==> src/rtl/ifscg_pkg.sv <==
// Shared types and constants of the chaos-game plotter.
package ifscg_pkg;

    localparam int WORDS_PER_MAP = 7;
    localparam logic [2:0] WEIGHT_WORD = 3'd6;
    localparam logic [12:0] SIZE_LIMIT = 13'd4096;

    localparam logic [12:0] WIDTH_RESET  = 13'd640;
    localparam logic [12:0] HEIGHT_RESET = 13'd480;
    localparam logic [31:0] SCALE_RESET  = 32'd6553600;
    localparam logic [3:0]  COUNT_RESET  = 4'd1;

    // One classified request on its way from the front to the back.
    typedef struct packed {
        logic        step;
        logic        load_en;
        logic [2:0]  map_index;
        logic [2:0]  word_select;
        logic [31:0] word_value;
        logic [15:0] random_draw;
    } req_t;

    // Configuration registers as seen by the back.
    typedef struct packed {
        logic [12:0] image_width;
        logic [12:0] image_height;
        logic [31:0] pixel_scale;
        logic [3:0]  map_count;
    } cfg_t;

endpackage

==> src/rtl/ifscg_front.sv <==
// Front of the plotter: accepts requests, classifies them and queues them.
module ifscg_front #(
    parameter int MAX_MAPS = 8
) (
    input  logic             aclk,
    input  logic             aresetn,
    input  logic             s_tvalid,
    output logic             s_tready,
    input  logic [55:0]      s_tdata,
    input  logic             s_tuser,
    output logic             q_valid,
    output ifscg_pkg::req_t  q_req,
    input  logic             q_pop
);

    ifscg_pkg::req_t entry_reg [2];
    logic            wr_ptr_reg;
    logic            rd_ptr_reg;
    logic [1:0]      cnt_reg;
    ifscg_pkg::req_t req_in;
    logic            push;
    logic            pop;

    // A load is only carried out when it names an existing word.
    always_comb begin
        req_in.step        = s_tuser;
        req_in.map_index   = s_tdata[2:0];
        req_in.word_select = s_tdata[5:3];
        req_in.word_value  = s_tdata[37:6];
        req_in.random_draw = s_tdata[53:38];
        req_in.load_en     = !s_tuser && (32'(s_tdata[2:0]) < 32'(MAX_MAPS))
                             && (s_tdata[5:3] <= ifscg_pkg::WEIGHT_WORD);
    end

    assign s_tready = (cnt_reg != 2'd2);
    assign q_valid  = (cnt_reg != 2'd0);
    assign q_req    = entry_reg[rd_ptr_reg];
    assign push     = s_tvalid && s_tready;
    assign pop      = q_pop && q_valid;

    always_ff @(posedge aclk) begin
        if (push) begin
            entry_reg[wr_ptr_reg] <= req_in;
        end
    end

    always_ff @(posedge aclk) begin
        if (!aresetn) begin
            wr_ptr_reg <= 1'b0;
            rd_ptr_reg <= 1'b0;
            cnt_reg    <= 2'd0;
        end else begin
            if (push) begin
                wr_ptr_reg <= !wr_ptr_reg;
            end
            if (pop) begin
                rd_ptr_reg <= !rd_ptr_reg;
            end
            if (push && !pop) begin
                cnt_reg <= cnt_reg + 2'd1;
            end else if (pop && !push) begin
                cnt_reg <= cnt_reg - 2'd1;
            end
        end
    end

endmodule

==> config.mk <==
export PLATFORM = sky130hd
export DESIGN_NAME = ifscg_front
export DESIGN_NICKNAME = d
export VERILOG_FILES = /design/src/rtl/ifscg_pkg.sv /design/src/rtl/ifscg_front.sv
export SDC_FILE = /design/constraint.sdc
export NUM_CORES = 1
export LEC_CHECK = 0
export BUFFER_PORTS_ARGS = -buffer_cell sky130_fd_sc_hd__buf_2
export CAP_MARGIN = 10
export CORE_MARGIN = 2
export CORE_UTILIZATION = 55
export CTS_CLUSTER_SIZE = 28
export DETAILED_ROUTE_END_ITERATION = 10
export GPL_ROUTABILITY_DRIVEN = 0
export PLACE_DENSITY_LB_ADDON = 0.3
export SLEW_MARGIN = 20
export SYNTH_ARGS = -nofsm -noshare
export SYNTH_HDL_FRONTEND = slang
export SYNTH_SLANG_ARGS = --single-unit
export TNS_END_PERCENT = 1
==> constraint.sdc <==
create_clock -name aclk -period 5.79 [get_ports aclk]
set_input_delay 1.158 -clock aclk [delete_from_list [all_inputs] [get_ports aclk]]
set_output_delay 1.158 -clock aclk [all_outputs]
set_load 0.02 [all_outputs]
==> results of run 1 <==
## synth_stat cells, types with 2 or more instances
cell type    n
edfxtp_1   112
mux2_2      56
dfxtp_1      5
and2_1       4
buf_4        4
buf_2        2
xnor2_1      2
## layout make-up
| type | instances | area [µm²] |
|---|---|---|
| Fill cell | 513 | 2137 |
| Timing Repair Buffer | 119 | 603.1 |
| Multi-Input combinational cell | 75 | 777.0 |
| Sequential cell | 117 | 3465 |
| Clock inverter | 13 | 116.4 |
| Tap cell | 102 | 127.6 |
| Clock buffer | 18 | 417.9 |
| Inverter | 1 | 3.754 |
## worst max-delay path by stage
stage	cells past startpoint	startpoint	end
detailed placement	3	flop	q_req[42]
CTS	3	flop	q_req[42]
global route	3	flop	q_req[41]
floorplan	1	s_tvalid	entry_reg[1][0]
global placement	3	flop	q_req[20]
finish	3	flop	q_req[20]
## worst reg2reg max path: cells and delay by family, from the launching register on
kind                   cells  cell delay (ns)
AND/OR/NAND/NOR            2             0.84
flip-flops                 1             0.44
buffers and inverters      1             0.50
## logic make-up (layout without fill, tap and decap cells)
kind of cell               Yosys count  after routing  synth area share, %
DFF                                117            117                80.86
and+or+nand+nor                      9              9                1.519
AOI/OAI and AO/OA                    6              6               0.9641
xor gates and xnor gates             3              3               0.6136
buffers and inverters                7            151                1.022
adders and majority gates            1              1               0.2921
muxes                               56             56                14.72
## per-layer routing
| layer | share of wire [%] | up-vias | GRT usage, % |
|---|---|---|---|
| li1 | - | 1054 | - |
| met1 | 41 | 1125 | 21.19 |
| met2 | 53 | 81 | 31.07 |
| met3 | 5.6 | 2 | 6.327 |
| met4 | 0.20 | 0 | 5.970 |
| met5 | 0 | - | 0 |
## per-stage QoR
step                      worst slack [ns]  cell area, µm²  hold slack, ns
after global placement               2.817            4976          0.5300
after floorplan                      2.838            4283          0.5124
after global routing                 2.243            5510          0.6266
after CTS                            2.301            5510          0.5929
after detailed placement             2.830            4976          0.5778
final                                2.374            5510          0.5922
## layout by cell type, fill, tap and decap left out, types with 2 or more instances in the layout
master and n:
clkinv_1 3, clkinv_2 6, clkbuf_16 16, xnor2_1 2, dfxtp_1 4, and2_1 4
edfxtp_1 112, buf_4 3, buf_2 116, clkinvlp_4 2, mux2_2 56, bufinv_16 2
## power by group
part	total, mW	switching, mW	internal, mW	leakage (nW)
logic	0.632	0.368	0.264	0.739
clock network	0.927	0.329	0.598	0.262
registers	1.11	0.0540	1.06	1.09
==> out/results.tsv, run 1 <==
metric	value	unit
status	finished, final reports clean	
synth_area_leaders	edfxtp_1 (79%), mux2_2 (15%), dfxtp_1 (2.3%)	
htreeDepth	4	
cts-resized-gates	0	
grt_overflow	0	
fin_crit_sh	59.00	%
p_per_area	485.2	nW/µm²
stdcell_count	445	
hpwl	4758	µm
clock_sinks	117	
ys_types	21	
drt_iter0_drc	137	
rows	32	
grt_usage	18.03	%
rr_endpoint	entry_reg[1][41]	
utilization	72.06	%
drt_pass1_iterations	4	
syn2layout_area_growth	28.66	%
p_leak	2.089	nW
hold_end	cnt_reg[1]	
place_inst	414	
fp.dieH	92.25	µm
worst_path_largest_cell_delay	0.69	ns
clkLatencyLatePin	0.49	ns
arrival	2.26	ns
fmax	292.7	MHz
cts-root-buf	clkbuf_8	
reg2reg_depth	3	
min_path_type	reg -> reg	
critPathCaptureType	output port	
regToRegStartpoint	cnt_reg[0]	
largest_reg_flops	112	
ff2ff_setup_slack	3.65	ns
crit_type	reg -> out	
wl_per_cell	16.49	µm
start_kind	flop	
synth_edf_count	112	
crit_fanout	32	
drtAntennaViolNets	0	
n_antenna_cell	0	
synth_area_leader_cell	edfxtp_1	
drv_slew	0	
crit_buf_inv	2	
clk_path_buf_depth	2	
post_cts.repair.setup_buffers	0	
synthArstFlopShare	0	%
synth.ff_latch_count	117	
fin_setup_tns	0	ns
yosys_warnings	0	
synth_cells	199	
antenna_found_initial	0	
wirelength	7340	µm
setup_viol	0	
grt_setup_unrepaired	false	
finalHoldViolCount	0	
cp_cell_sequence	buf_4 > mux2_2 > buf_2	
viasPerCell	5.083	
die-area	8509	µm²
worst_hold_startpoint	cnt_reg[1]	
relSlewSlack	53.32	%
cts_hold_buf	0	
irDropWorstVdd	0.0003210	V
avgSynthCellArea	21.52	µm²
cts-buffers-inserted	17	
io_buffers	116	
vias	2262	
critical_path.top_delay_family	flip-flops	
grt_start_max_net_pins	33	
holdPathStages	2	
p_total	2.673	mW
yosys_most_used_dff	edfxtp_1	
yosysTopAreaCellShare	78.53	%
layout-drive-gt1-share	60.64	%
synth-seq-area-share	80.86	%
tightest_slew	0.7003	ns
grt_pass1_wl	11230	µm
finClkSkew	0.008226	ns
synth_fp_nets	261	
critPathSlowestCell	dfxtp_2	
ios	119	
drc	0	
initial_core_util	56.00	%
finalCriticalPeriod	3.416	ns
cts_tree	built	
first_global_vias	2322	
die_w	92.25	µm
cap_violations	0	
required	4.63	ns
nNetsFinal	393	
syn_area	4283	µm²
cts.clk_slew.worst_paths	0.05	ns
core_region_area	7647	µm²
Power figures use the tool's default switching activity.
==> inputs of run 2 (changes only) <==
CORE_UTILIZATION = 51   (was 55)
clock period = 3.6 ns   (was 5.79 ns; I/O delays follow)
==> run 2 against run 1 <==
Compared with the run above:
- hold slack worse by 0.19 ns
- setup slack worse by 1.6 ns
- largest power group unchanged
- register-to-register slack worse by 1.9 ns
- largest cell class unchanged
==> out/results.tsv, run 2 (synthesis gave the netlist of run 1 again) <==
metric	value	unit	change
p_sw	1.254	mW	+67%
io_buffers	116		unchanged
cts-buffers-inserted	17		unchanged
cts_hold_buf	0		unchanged
antenna_found_initial	0		unchanged
post-route-cell-area	5639	µm²	+2.3%
min_path_type	in -> reg		
fin_setup_tns	0	ns	unchanged
grt_usage	17.48	%	-0.55 points
drt_pass1_iterations	4		unchanged
vias	2280		+0.80%
layout_common_cells	buf_2 (116), edfxtp_1 (112), mux2_2 (56)		
tightest_slew	0.6890	ns	-0.01121 ns
power_frac_seq	39.1	%	-2.6 points
fmax	357.4	MHz	
post_cts.repair.setup_buffers	0		unchanged
relSlewSlack	54.06	%	+0.75 points
core_region_area	8175	µm²	+6.9%
status	finished, final reports clean		
die-area	9147	µm²	+7.5%
p_per_area	813.4	nW/µm²	+68%
critPathSlowestCell	dfxtp_2		
finalHoldViolCount	0		unchanged
wl_per_cell	16.81	µm	+1.9%
die_w	95.64	µm	+3.7%
cts.clk_slew.worst_paths	0.06	ns	about the same
initial_core_util	52.39	%	-3.6 points
clkPwrFrac	38.4	%	+3.7 points
finClkSkew	0.006313	ns	-0.001913 ns
layout-drive-gt1-share	61.45	%	+0.81 points
dpl_cell_area	5012	µm²	+0.73%
drc	0		unchanged
cts_tree	built		
crit_type	reg -> out		
fin_crit_sh	77.71	%	
cts-root-buf	clkbuf_8		
crit_fanout	32		unchanged
drt_iter0_drc	76		-45%
grt_setup_unrepaired	false		
htreeDepth	4		unchanged
arrival	2.08	ns	-0.18 ns
wirelength	7565	µm	+3.1%
cap_violations	0		unchanged
nNetsFinal	394		+0.25%
clock_sinks	117		unchanged
irDropWorstVdd	0.0005152	V	+61%
switching_share	27.33	%	-0.75 points
drv_slew	0		unchanged
clk_path_buf_depth	2		unchanged
required	2.88	ns	-1.75 ns
layout.cells.most_common	buf_2		
start_kind	flop		
viasPerCell	5.067		-0.32%
largest_reg_flops	112		unchanged
critical_path.top_delay_family	flip-flops		
rows	33		+3.1%
crit_buf_inv	2		unchanged
critPathCaptureType	output port		
syn2layout_area_growth	31.67	%	
worst_path_largest_cell_delay	0.75	ns	+0.06 ns
comb_power_share	22.4	%	-1.2 points
grt_start_max_net_pins	33		unchanged
grt_overflow	0		unchanged
first_global_vias	2313		-0.39%
n_antenna_cell	0		unchanged
finalCriticalPeriod	2.798	ns	
fp.dieH	95.64	µm	+3.7%
setup_viol	0		unchanged
hpwl	4692	µm	-1.4%
grt_pass1_wl	11290	µm	+0.55%
clkLatencyLatePin	0.50	ns	about the same
p_leak	2.136	nW	+2.3%
p_int	3.333	mW	+73%
drtAntennaViolNets	0		unchanged
cts-resized-gates	0		unchanged
cp_cell_sequence	buf_12 > mux2_2 > buf_2		
ios	119		unchanged
## run 2: cell count changes in the layout (fill, tap and decap cells not counted), sizes merged
cell      previous run  this run
bufinv               2         5
clkinv               9         6
buf                119       120
clkinvlp             2         3
## run 2: power groups by stage
stage | combinational [mW] | clock, mW | sequential [mW]
global route | 1.11 | 1.85 | 1.82
detailed placement | 1.04 | 0 | 1.82
CTS | 1.05 | 1.79 | 1.80
finish | 1.03 | 1.76 | 1.80
floorplan | 0.757 | 0 | 1.77
global placement | 1.03 | 0 | 1.81
## run 2: worst register-to-register path, cell delays in order, from the launching register on
cell      delay, ns
dfxtp_1        0.42
nand2b_4       0.19
nand3b_1       0.11
inv_2          0.49
buf_4          0.37
## run 2: final timing paths
| check | slack [ns] | cells after the start | end | startpoint |
|---|---|---|---|---|
| hold / removal | 0.40 | 1 | entry_reg[0][34] | s_tdata[24] |
| setup / recovery | 0.80 | 3 | q_req[40] | flop |
| setup reg to reg | 1.71 | 4 | entry_reg[0][35] | cnt_reg[0] |
| hold reg to reg | 0.58 | 2 | cnt_reg[1] | cnt_reg[1] |
## run 2: cell type report
class	count	area (µm²)
Inverter	1	3.754
Tap cell	105	131.4
Fill cell	569	2536
Clock buffer	18	417.9
Timing Repair Buffer	120	635.6
Clock inverter	14	209.0
Multi-Input combinational cell	75	777.0
Sequential cell	117	3465
## run 2: through the flow
step | instances | utilization [%] | setup WS [ns] | hold slack [ns] | power, mW
floorplan | 199 | - | 1.086 | 0.5124 | 2.529
detailed placement | 418 | 61.31 | 1.293 | 0.5741 | 2.864
finish | 450 | 68.98 | 0.8023 | 0.4038 | 4.587
global route | 450 | 68.98 | 0.6742 | 0.3784 | 4.780
global placement | 418 | 61.31 | 1.279 | 0.5298 | 2.839
CTS | 450 | 68.98 | 0.7471 | 0.3794 | 4.639
## run 2: layer usage
| metal | vias up | global-route usage (%) | share of wire (%) |
|---|---|---|---|
| li1 | 1055 | - | - |
| met5 | - | 0 | 0 |
| met4 | 0 | 8.929 | 1.5 |
| met3 | 13 | 6.008 | 7.0 |
| met2 | 82 | 28.26 | 51 |
| met1 | 1130 | 20.82 | 41 |
==> inputs of run 3 (changes only) <==
CORE_UTILIZATION = 46   (was 51)
clock period = 2.43 ns   (was 3.6 ns; I/O delays follow)
==> run 3 against run 2 <==
Compared with the run above:
- setup slack worse by 0.57 ns
- critical path depth did not move
- first-iteration DRC count decreased by 38%
- register-to-register slack worse by 0.86 ns
- combinational power rose by 51%
- sequential cell count is the same
- sequential share of layout area barely moved
- global-route usage decreased by 2.9 points
- wire length shrank 6.1%
- final area about the same
- critical path type unchanged
==> out/results.tsv, run 3 (synthesis gave the netlist of run 1 again) <==
metric	value	unit	change
grt_start_max_net_pins	31		-6.1%
drc	0		unchanged
status	finished, final reports clean		
ios	119		unchanged
htreeDepth	4		unchanged
cts-root-buf	clkbuf_8		
fin_crit_sh	90.62	%	
wirelength	7106	µm	-6.1%
viasPerCell	4.952		-2.3%
p_per_area	1196	nW/µm²	+47%
relSlewSlack	73.02	%	+19 points
finClkSkew	0.009534	ns	+0.003221 ns
min_path_type	in -> reg		
crit_fanout	29		-9.4%
cts_hold_buf	0		unchanged
regArea	3465	µm²	unchanged
cap_violations	0		unchanged
nNetsFinal	396		+0.51%
io_buffers	116		unchanged
switching_share	26.90	%	-0.44 points
finalHoldViolCount	0		unchanged
drtAntennaViolNets	0		unchanged
required	1.94	ns	-0.94 ns
clkLatencyLatePin	0.50	ns	about the same
irDropWorstVdd	0.0007072	V	+37%
grt_usage	14.56	%	-2.9 points
arrival	1.72	ns	-0.36 ns
drt_iter0_drc	47		-38%
comb_power_share	23.1	%	+0.7 points
crit_type	reg -> out		
cts.clk_slew.worst_paths	0.06	ns	about the same
critPathCaptureType	output port		
finalCriticalPeriod	2.202	ns	
reg2reg_depth	5		+1
layout_common_cells	buf_2 (116), edfxtp_1 (112), mux2_2 (56)		
n_antenna_cell	0		unchanged
vias	2268		-0.53%
p_int	4.927	mW	+48%
tightest_slew	0.4047	ns	-0.2843 ns
rows	35		+6.1%
stdcell_count	458		+1.8%
clkPwrFrac	38.3	%	about the same
multi_input_area	777.0	µm²	unchanged
grt_pass1_wl	10780	µm	-4.5%
clk_path_buf_depth	2		unchanged
layout.cells.most_common	buf_2		
setup_viol	0		unchanged
die_w	100.5	µm	+5.1%
cts_tree	built		
largest_reg_flops	112		unchanged
fmax	454.1	MHz	
drt_pass1_iterations	6		+2
drv_slew	0		unchanged
holdPathStages	1		unchanged
power_frac_seq	38.6	%	-0.5 points
post_cts.repair.setup_buffers	0		unchanged
core_region_area	9153	µm²	+12%
hpwl	4573	µm	-2.5%
initial_core_util	46.79	%	-5.6 points
fin_setup_tns	0	ns	unchanged
grt_setup_unrepaired	false		
cts-resized-gates	0		unchanged
start_kind	flop		
p_sw	1.813	mW	+45%
die-area	10100	µm²	+10%
first_global_vias	2317		+0.17%
wl_per_cell	15.52	µm	-7.7%
layout-drive-gt1-share	61.67	%	+0.22 points
p_leak	2.140	nW	+0.21%
fillCellCount	684		+20%
cts-buffers-inserted	17		unchanged
place_inst	426		+1.9%
syn2layout_area_growth	31.61	%	about the same
fp.dieH	100.5	µm	+5.1%
antenna_found_initial	0		unchanged
grt_overflow	0		unchanged
clock_sinks	117		unchanged
-- run 3: cell count changes in the layout (fill, tap and decap cells not counted) --
cell    before  now
buf_4        2    6
buf_12       2    0
-- run 3: through the flow --
step	hold WS, ns	worst slack, ns	power, mW	instance area (µm²)	utilization [%]
floorplan	0.5124	0.03311	3.747	4283	-
global placement	0.5356	0.7217	4.188	5010	54.74
detailed placement	0.5695	0.7123	4.223	5010	54.74
CTS	0.1454	0.1541	6.836	5637	61.59
global route	0.1493	0.1097	7.029	5637	61.59
finish	0.1751	0.2280	6.740	5637	61.59
-- run 3: path summary, 6_finish.rpt --
| path | startpoint | to | slack [ns] |
|---|---|---|---|
| min reg2reg | cnt_reg[1] | cnt_reg[1] | 0.58 |
| max | flop | q_req[3] | 0.23 |
| max reg2reg | cnt_reg[0] | cnt_reg[1] | 0.85 |
| min | s_tdata[24] | entry_reg[0][34] | 0.18 |
-- run 3: area by class of cell --
type / instances / share of cell area, %
Clock inverter: 14 / 3.707
Multi-Input combinational cell: 75 / 13.78
Inverter: 1 / 0.06659
Timing Repair Buffer: 122 / 11.10
Tap cell: 111 / 2.464
Clock buffer: 18 / 7.414
Sequential cell: 117 / 61.46
-- run 3: power by group through the flow --
stage	combinational, mW	clock, mW	sequential, mW
2_1_floorplan	1.12	0	2.63
3_3_place_gp	1.57	0	2.62
3_5_place_dp	1.58	0	2.64
4_1_cts	1.59	2.64	2.60
5_1_grt	1.67	2.73	2.62
6_report	1.56	2.58	2.60
-- run 3: worst max-delay path, cell delays in order (launching register included) --
cell and delay [ns]:
dfxtp_2 0.32, buf_4 0.34, mux2_2 0.39, buf_2 0.16
-- run 3: metal layers --
metal  up-vias  global-route usage (%)  share of wire [%]
met3         8                   6.241                7.4
li1       1060                       -                  -
met1      1118                   16.04                 41
met5         -                       0                  0
met4         0                   7.376                1.1
met2        82                   24.11                 51
